==> src/rtl/uvst_pkg.sv <==
// uvst_pkg: shared codes and field widths for the unique value set table
// no dependencies; used by unique_value_set_table_unit
`default_nettype none

package uvst_pkg;

  // request action codes
  localparam logic [1:0] ACT_LOOKUP = 2'd0;
  localparam logic [1:0] ACT_INSERT = 2'd1;
  localparam logic [1:0] ACT_REMOVE = 2'd2;

  // field widths of the request and result channels
  localparam int unsigned ValueW = 32;
  localparam int unsigned PosW   = 4;
  localparam int unsigned CountW = 5;

endpackage

`default_nettype wire

==> src/rtl/uvst_ram.sv <==
// uvst_ram: generic single write port, single read port ram with registered read
// no dependencies; instanced by unique_value_set_table_unit
`default_nettype none

module uvst_ram #(
  parameter int unsigned WIDTH = 32,
  parameter int unsigned DEPTH = 16
) (
  input  wire logic                     clk,
  input  wire logic                     we,
  input  wire logic [$clog2(DEPTH)-1:0] waddr,
  input  wire logic [WIDTH-1:0]         wdata,
  input  wire logic [$clog2(DEPTH)-1:0] raddr,
  output logic      [WIDTH-1:0]         rdata
);

  logic [WIDTH-1:0] mem [DEPTH];

  // write port and registered read port
  always_ff @(posedge clk) begin
    if (we) begin
      mem[waddr] <= wdata;
    end
    rdata <= mem[raddr];
  end

endmodule

`default_nettype wire

==> src/rtl/unique_value_set_table_unit.sv <==
// unique_value_set_table_unit: ordered set of distinct values with lookup, insert, remove
// a search reads the cells in order from the lowest; an insert on a miss writes at its end;
//   a remove on a hit then compacts the later cells; then the result register is loaded
// throughput: one request at a time; the ram read port and its one comparator set the pace
// reset (rst, synchronous): table empty, no result pending; cell contents stay as they are
`default_nettype none

module unique_value_set_table_unit #(
  parameter int unsigned DEPTH = 16
) (
  input  wire logic                                clk,
  input  wire logic                                rst,
  // request channel
  input  wire logic                                cmd_valid,
  output logic                                     cmd_stall,
  input  wire logic [1:0]                          action,
  input  wire logic signed [uvst_pkg::ValueW-1:0]  value,
  // result channel
  output logic                                     res_valid,
  input  wire logic                                res_stall,
  output logic                                     found,
  output logic [uvst_pkg::PosW-1:0]                position,
  output logic [uvst_pkg::CountW-1:0]              entry_count,
  output logic                                     full_drop
);

  localparam int unsigned AW = $clog2(DEPTH);
  localparam int unsigned CW = $clog2(DEPTH + 1);
  localparam int unsigned VW = uvst_pkg::ValueW;
  localparam int unsigned PW = uvst_pkg::PosW;
  localparam int unsigned NW = uvst_pkg::CountW;
  localparam logic [CW-1:0] DepthC = CW'(DEPTH);

  typedef enum logic [3:0] {
    S_IDLE  = 4'b0001,
    S_SRCH  = 4'b0010,
    S_SHIFT = 4'b0100,
    S_DONE  = 4'b1000
  } state_t;

  state_t          state, state_next;
  logic [1:0]      act, act_next;
  logic [VW-1:0]   val, val_next;
  logic [CW-1:0]   idx, idx_next;
  logic [CW-1:0]   count, count_next;
  logic            cmp_pend, cmp_pend_next;
  logic [AW-1:0]   cmp_idx, cmp_idx_next;
  logic            sh_pend, sh_pend_next;
  logic [AW-1:0]   sh_dst, sh_dst_next;
  logic            hit, hit_next;
  logic [AW-1:0]   pos, pos_next;
  logic            drop, drop_next;
  logic            res_valid_next;
  logic            found_next;
  logic [PW-1:0]   position_next;
  logic [NW-1:0]   entry_count_next;
  logic            full_drop_next;

  logic            ram_we;
  logic [AW-1:0]   ram_waddr;
  logic [VW-1:0]   ram_wdata;
  logic [AW-1:0]   ram_raddr;
  logic [VW-1:0]   ram_rdata;

  logic            cmd_accept;
  logic            match;
  logic            hit_now;
  logic [AW-1:0]   pos_now;
  logic [AW+PW-1:0] pos_wide;
  logic [CW+NW-1:0] cnt_wide;

  assign cmd_stall  = (state != S_IDLE);
  assign cmd_accept = cmd_valid && !cmd_stall;
  assign match      = cmp_pend && (ram_rdata == val);
  assign pos_wide   = {{PW{1'b0}}, pos};
  assign cnt_wide   = {{NW{1'b0}}, count};

  // table storage
  uvst_ram #(
    .WIDTH (VW),
    .DEPTH (DEPTH)
  ) u_ram (
    .clk   (clk),
    .we    (ram_we),
    .waddr (ram_waddr),
    .wdata (ram_wdata),
    .raddr (ram_raddr),
    .rdata (ram_rdata)
  );

  // sequencer: search, then insert or compaction, then result load
  always_comb begin
    state_next       = state;
    act_next         = act;
    val_next         = val;
    idx_next         = idx;
    count_next       = count;
    cmp_pend_next    = cmp_pend;
    cmp_idx_next     = cmp_idx;
    sh_pend_next     = sh_pend;
    sh_dst_next      = sh_dst;
    hit_next         = hit;
    pos_next         = pos;
    drop_next        = drop;
    res_valid_next   = res_valid && res_stall;
    found_next       = found;
    position_next    = position;
    entry_count_next = entry_count;
    full_drop_next   = full_drop;
    ram_we           = 1'b0;
    ram_waddr        = sh_dst;
    ram_wdata        = ram_rdata;
    ram_raddr        = idx[AW-1:0];
    hit_now          = 1'b0;
    pos_now          = '0;

    case (state)
      S_IDLE: begin
        if (cmd_accept) begin
          act_next      = action;
          val_next      = value;
          idx_next      = '0;
          cmp_pend_next = 1'b0;
          drop_next     = 1'b0;
          state_next    = S_SRCH;
        end
      end

      S_SRCH: begin
        if (match || (idx == count)) begin
          // search finished: lowest matching cell or a miss
          hit_now       = match;
          pos_now       = match ? cmp_idx : '0;
          hit_next      = hit_now;
          pos_next      = pos_now;
          cmp_pend_next = 1'b0;
          state_next    = S_DONE;
          if ((act == uvst_pkg::ACT_REMOVE) && hit_now) begin
            idx_next     = CW'(pos_now) + CW'(1);
            sh_pend_next = 1'b0;
            state_next   = S_SHIFT;
          end else if ((act == uvst_pkg::ACT_INSERT) && !hit_now) begin
            if (count < DepthC) begin
              ram_we     = 1'b1;
              ram_waddr  = count[AW-1:0];
              ram_wdata  = val;
              count_next = count + CW'(1);
            end else begin
              drop_next  = 1'b1;
            end
          end
        end else begin
          // read next cell, compare it in the cycle after
          cmp_idx_next  = idx[AW-1:0];
          idx_next      = idx + CW'(1);
          cmp_pend_next = 1'b1;
        end
      end

      S_SHIFT: begin
        // move cell idx-1 into idx-2 while reading the next one
        ram_we = sh_pend;
        if (idx < count) begin
          sh_pend_next = 1'b1;
          sh_dst_next  = AW'(idx - CW'(1));
          idx_next     = idx + CW'(1);
        end else begin
          sh_pend_next = 1'b0;
          count_next   = count - CW'(1);
          state_next   = S_DONE;
        end
      end

      S_DONE: begin
        if (!res_valid || !res_stall) begin
          res_valid_next   = 1'b1;
          found_next       = hit;
          position_next    = pos_wide[PW-1:0];
          entry_count_next = cnt_wide[NW-1:0];
          full_drop_next   = drop;
          state_next       = S_IDLE;
        end
      end

      default: begin
        state_next = S_IDLE;
      end
    endcase
  end

  // control registers
  always_ff @(posedge clk) begin
    if (rst) begin
      state     <= S_IDLE;
      count     <= '0;
      cmp_pend  <= 1'b0;
      sh_pend   <= 1'b0;
      res_valid <= 1'b0;
    end else begin
      state     <= state_next;
      count     <= count_next;
      cmp_pend  <= cmp_pend_next;
      sh_pend   <= sh_pend_next;
      res_valid <= res_valid_next;
    end
  end

  // datapath registers
  always_ff @(posedge clk) begin
    act         <= act_next;
    val         <= val_next;
    idx         <= idx_next;
    cmp_idx     <= cmp_idx_next;
    sh_dst      <= sh_dst_next;
    hit         <= hit_next;
    pos         <= pos_next;
    drop        <= drop_next;
    found       <= found_next;
    position    <= position_next;
    entry_count <= entry_count_next;
    full_drop   <= full_drop_next;
  end

`ifndef SYNTHESIS
  // fill level never passes the table depth
  a_count_bound: assert property (@(posedge clk) disable iff (rst)
    count <= DepthC)
    else $error("entry count above depth");

  // a dropped insert is always a miss
  a_drop_miss: assert property (@(posedge clk) disable iff (rst)
    res_valid |-> !(full_drop && found))
    else $error("drop flagged on a hit");

  // an accepted request closes the request side on the next cycle
  a_accept_busy: assert property (@(posedge clk) disable iff (rst)
    cmd_accept |=> cmd_stall)
    else $error("request side open while busy");

  // the table is only written by the search end or compaction
  a_we_state: assert property (@(posedge clk) disable iff (rst)
    ram_we |-> ((state == S_SRCH) || (state == S_SHIFT)))
    else $error("ram write outside search or shift");
`endif

endmodule

`default_nettype wire

==> config.mk <==
export PLATFORM = sky130hd
export DESIGN_NAME = unique_value_set_table_unit
export DESIGN_NICKNAME = d
export VERILOG_FILES = /design/src/rtl/uvst_pkg.sv /design/src/rtl/uvst_ram.sv /design/src/rtl/unique_value_set_table_unit.sv
export SDC_FILE = /design/constraint.sdc
export NUM_CORES = 1
export LEC_CHECK = 0
export BUFFER_PORTS_ARGS = -buffer_cell sky130_fd_sc_hd__buf_4
export CAP_MARGIN = 10
export CORE_UTILIZATION = 55
export CTS_BUF_LIST = sky130_fd_sc_hd__clkbuf_16
export DETAILED_ROUTE_END_ITERATION = 6
export PLACE_DENSITY = 0.72
export SETUP_SLACK_MARGIN = 0.05
export SYNTH_ARGS = -nofsm -noshare
export SYNTH_HDL_FRONTEND = slang
export SYNTH_SLANG_ARGS = --single-unit
==> constraint.sdc <==
create_clock -name clk -period 5.88 [get_ports clk]
set_clock_uncertainty 0.05 [all_clocks]
set_input_delay 0.882 -clock clk [delete_from_list [all_inputs] [get_ports clk]]
set_output_delay 0.882 -clock clk [all_outputs]
set_load 0.05 [all_outputs]
==> results.json <==
{
  "path_common_cell": "buf_4",
  "cts_root_buf": "clkbuf_16",
  "fillers": 2941,
  "p_leak_uw": 0.008691,
  "hold-path-endpoint": "position[3]",
  "yosys_register_bits": 620,
  "cts_sinks": 620,
  "maxCapViolations": 0,
  "gp_congestion": 0.8789,
  "path_buf_inv": 3,
  "cp-start-kind": "register",
  "seqCellArea_um2": 18180,
  "synth_enable_flop_cells": 576,
  "cts_tree": "done",
  "netSwitchingFraction": 0.2355,
  "dieArea_um2": 44640,
  "seqPwrFrac": 0.519,
  "synth_nets": 1158,
  "die_w_um": 211.3,
  "finalSetupTns_ps": 0,
  "synth_compound_area_frac": 0.01589,
  "layout_common_cells": "edfxtp_1 (576), mux4_2 (160), buf_4 (69)",
  "crit_chain": "inv_1 -> ha_1 -> and3_1 -> nor4bb_1 -> buf_4 -> nand4_1 -> a21oi_4 -> buf_4",
  "hp-class": "register to register",
  "intPower_uw": 7867,
  "pwr-share-clk": 0.351,
  "cts_max_level": 2,
  "crit_path_max_incr_delay_ps": 860,
  "slew_headroom": 0.2121,
  "grt_max_degree": 134,
  "drtAntennaViolNets": 0,
  "gr-total-overflow": 0,
  "final_max_slew_viol_count": 0,
  "rsz0062_at_grt": "no",
  "period_needed_ps": 3895,
  "worst-r2r-setup-slack_ps": 1980,
  "status": "finished, final reports clean",
  "final_area_um2": 27170,
  "power_density_nw_per_um2": 378.7,
  "syn-cell-area_um2": 24090,
  "dp_hpwl_mm": 27.81,
  "wirelength_mm": 49.89,
  "hold_path_depth": 0,
  "drive_gt1_frac": 0.2970,
  "cts_setup_buffers": 0,
  "path_class": "register to register",
  "clk_pin_slew_ps": 60,
  "power_frac_comb": 0.129,
  "async_flop_share": 0,
  "drt_first_pass_iters": 5,
  "end_kind": "register",
  "antenna_found_initial": 0,
  "io_buffers": 50,
  "rows": 76,
  "grt_pass1_wl_mm": 74.26,
  "numCtsBuffers": 58,
  "synth_flop_cell": "edfxtp_1",
  "final_nets": 1242,
  "finalCritPeriodShare": 0.6625,
  "critPathSlowestCell": "edfxtp_1",
  "drtIter0Drc": 1275,
  "yosys_warnings": 0,
  "dpl-instance-area_um2": 25330,
  "num_antenna_cells": 0,
  "synthSimpleGateAreaFrac": 0.02535,
  "die_h_um": 211.3,
  "min_from": "pos[3]",
  "grt_pass1_vias": 11361,
  "synth_mux_area_frac": 0.1706,
  "worst_pin_slew_ps": 1182,
  "switchingPower_uw": 2423,
  "num_io_pins": 51,
  "area_growth_pct": 12.80,
  "crit_fanout": 25,
  "gr-usage-all-layers": 0.2342,
  "synth_cell_types": 53,
  "multi_input_area_um2": 5799,
  "arrival_ps": 4080,
  "synthXorXnorAreaFrac": 0.01491,
  "layout_commonest_cell": "edfxtp_1",
  "syn_area_per_cell_um2": 21.74,
  "irDropWorstVdd_uv": 277.7,
  "synth-seq-area-share": 0.7545,
  "drc": 0,
  "setup_viol": 0,
  "start_util": 0.5580,
  "ctsLongestPathBuffers": 3,
  "wl_per_cell_um": 27.35,
  "finalHoldViolations": 0,
  "fmax_mhz": 256.7,
  "rr_worst_depth": 8,
  "via_per_inst": 6.151,
  "via_count": 11219,
  "clk_latency_ps": 610,
  "synth_top_family_by_area": "multiplexers",
  "synth_fa_ha_area_frac": 0.006544,
  "reg2reg_to": "u_ram.mem[5][6]",
  "cp.required_ps": 6070,
  "core_area_um2": 43170,
  "path_delay_family": "buffers and inverters",
  "r2r-start": "idx[0]",
  "postSynthCellCount": 1108,
  "postCtsHoldBufs": 0,
  "ctsResizeCount": 0
}
-- synth_stat cells (2+ instances only) --
master,count,share of area
a21o_1,2,0.00062
a21oi_1,36,0.0075
a31oi_1,2,0.00052
and2_1,4,0.0010
buf_1,16,0.0025
buf_12,3,0.0025
clkbuf_1,27,0.0042
dfxtp_1,44,0.037
edfxtp_1,576,0.72
ha_1,11,0.0057
inv_1,18,0.0028
mux2_2,4,0.0019
mux2_4,30,0.019
mux4_2,160,0.15
nand2_1,26,0.0041
nand2b_1,3,0.00078
nand3_1,17,0.0035
nand3b_1,3,0.00093
nand4_1,11,0.0029
nand4b_1,2,0.00073
nor2_1,17,0.0026
nor2b_1,3,0.00078
nor3_1,6,0.0012
nor4_1,3,0.00078
o21ai_0,8,0.0017
o22ai_1,4,0.0010
o32a_1,2,0.00083
or3_1,3,0.00078
or4_4,3,0.0014
or4b_1,2,0.00083
xnor2_1,23,0.0084
xor2_1,18,0.0065
-- layer usage --
metal	up-vias	GRT usage	share of wire
met5	-	0	0
met4	0	0.07171	0.023
met3	80	0.05025	0.084
met2	516	0.3647	0.48
met1	5845	0.3364	0.41
li1	4778	-	-
-- worst register-to-register path, delay by kind of cell, from the launching register on --
kind | cells | cell delay [ps]
adder cells (fa/ha/maj) | 1 | 320
flip-flops | 1 | 860
AO/OA/AOI/OAI | 1 | 490
AND/OR/NAND/NOR | 3 | 870
buffers and inverters | 3 | 910
-- final cells by class --
cell class / instances / share of cell area
clock buffer: 59 / 0.05433
clock inverter: 48 / 0.01335
inverter: 18 / 0.002486
multi-input combinational: 423 / 0.2134
sequential: 620 / 0.6689
tap: 585 / 0.02694
timing repair buffer: 71 / 0.02054
-- state kept, by name (all words and copies together), names as in the netlist --
register / flops
u_ram.mem: 512
u_ram.rdata: 32
val: 32
count: 5
entry_count: 5
idx: 5
cmp_idx: 4
pos: 4
position: 4
sh_dst: 4
state: 4
act: 2
cmp_pend: 1
drop: 1
found: 1
full_drop: 1
hit: 1
res_valid: 1
sh_pend: 1
-- power by group through the flow --
stage	sequential, uW	combinational [uW]	clock [uW]
2_1_floorplan	5400	926	0
3_3_place_gp	5430	1300	0
3_5_place_dp	5430	1340	0
4_1_cts	5340	1340	3680
5_1_grt	5350	1430	3830
6_report	5340	1330	3610
-- metrics by stage --
step,hold WS (ps),utilization,worst slack [ps],total power (uW),cells
after global placement,355.0,0.5868,2012,6735,1717
after floorplan,350.3,-,1585,6323,1108
after CTS,363.5,0.6294,1928,10360,1824
after detailed placement,355.4,0.5868,1944,6775,1717
final,359.1,0.6294,1985,10290,1824
after global routing,370.6,0.6294,1724,10610,1824
-- worst max-delay path by stage --
stage	start	to	slack [ps]	cells after the start
3_3_place_gp	idx[0]	u_ram.mem[5][8]	2010	8
4_1_cts	idx[0]	u_ram.mem[5][0]	1930	8
6_report	idx[0]	u_ram.mem[5][6]	1980	8
3_5_place_dp	idx[0]	u_ram.mem[5][8]	1940	8
2_1_floorplan	idx[0]	u_ram.mem[6][0]	1590	9
5_1_grt	idx[0]	u_ram.mem[5][4]	1720	8
-- cell families after synthesis --
group	count (synthesis)
buf+inv	65
simple gates	110
mux	195
compound gates	65
flops	620
fa+ha+maj	12
xor+xnor	41
Power figures use the tool's default switching activity.
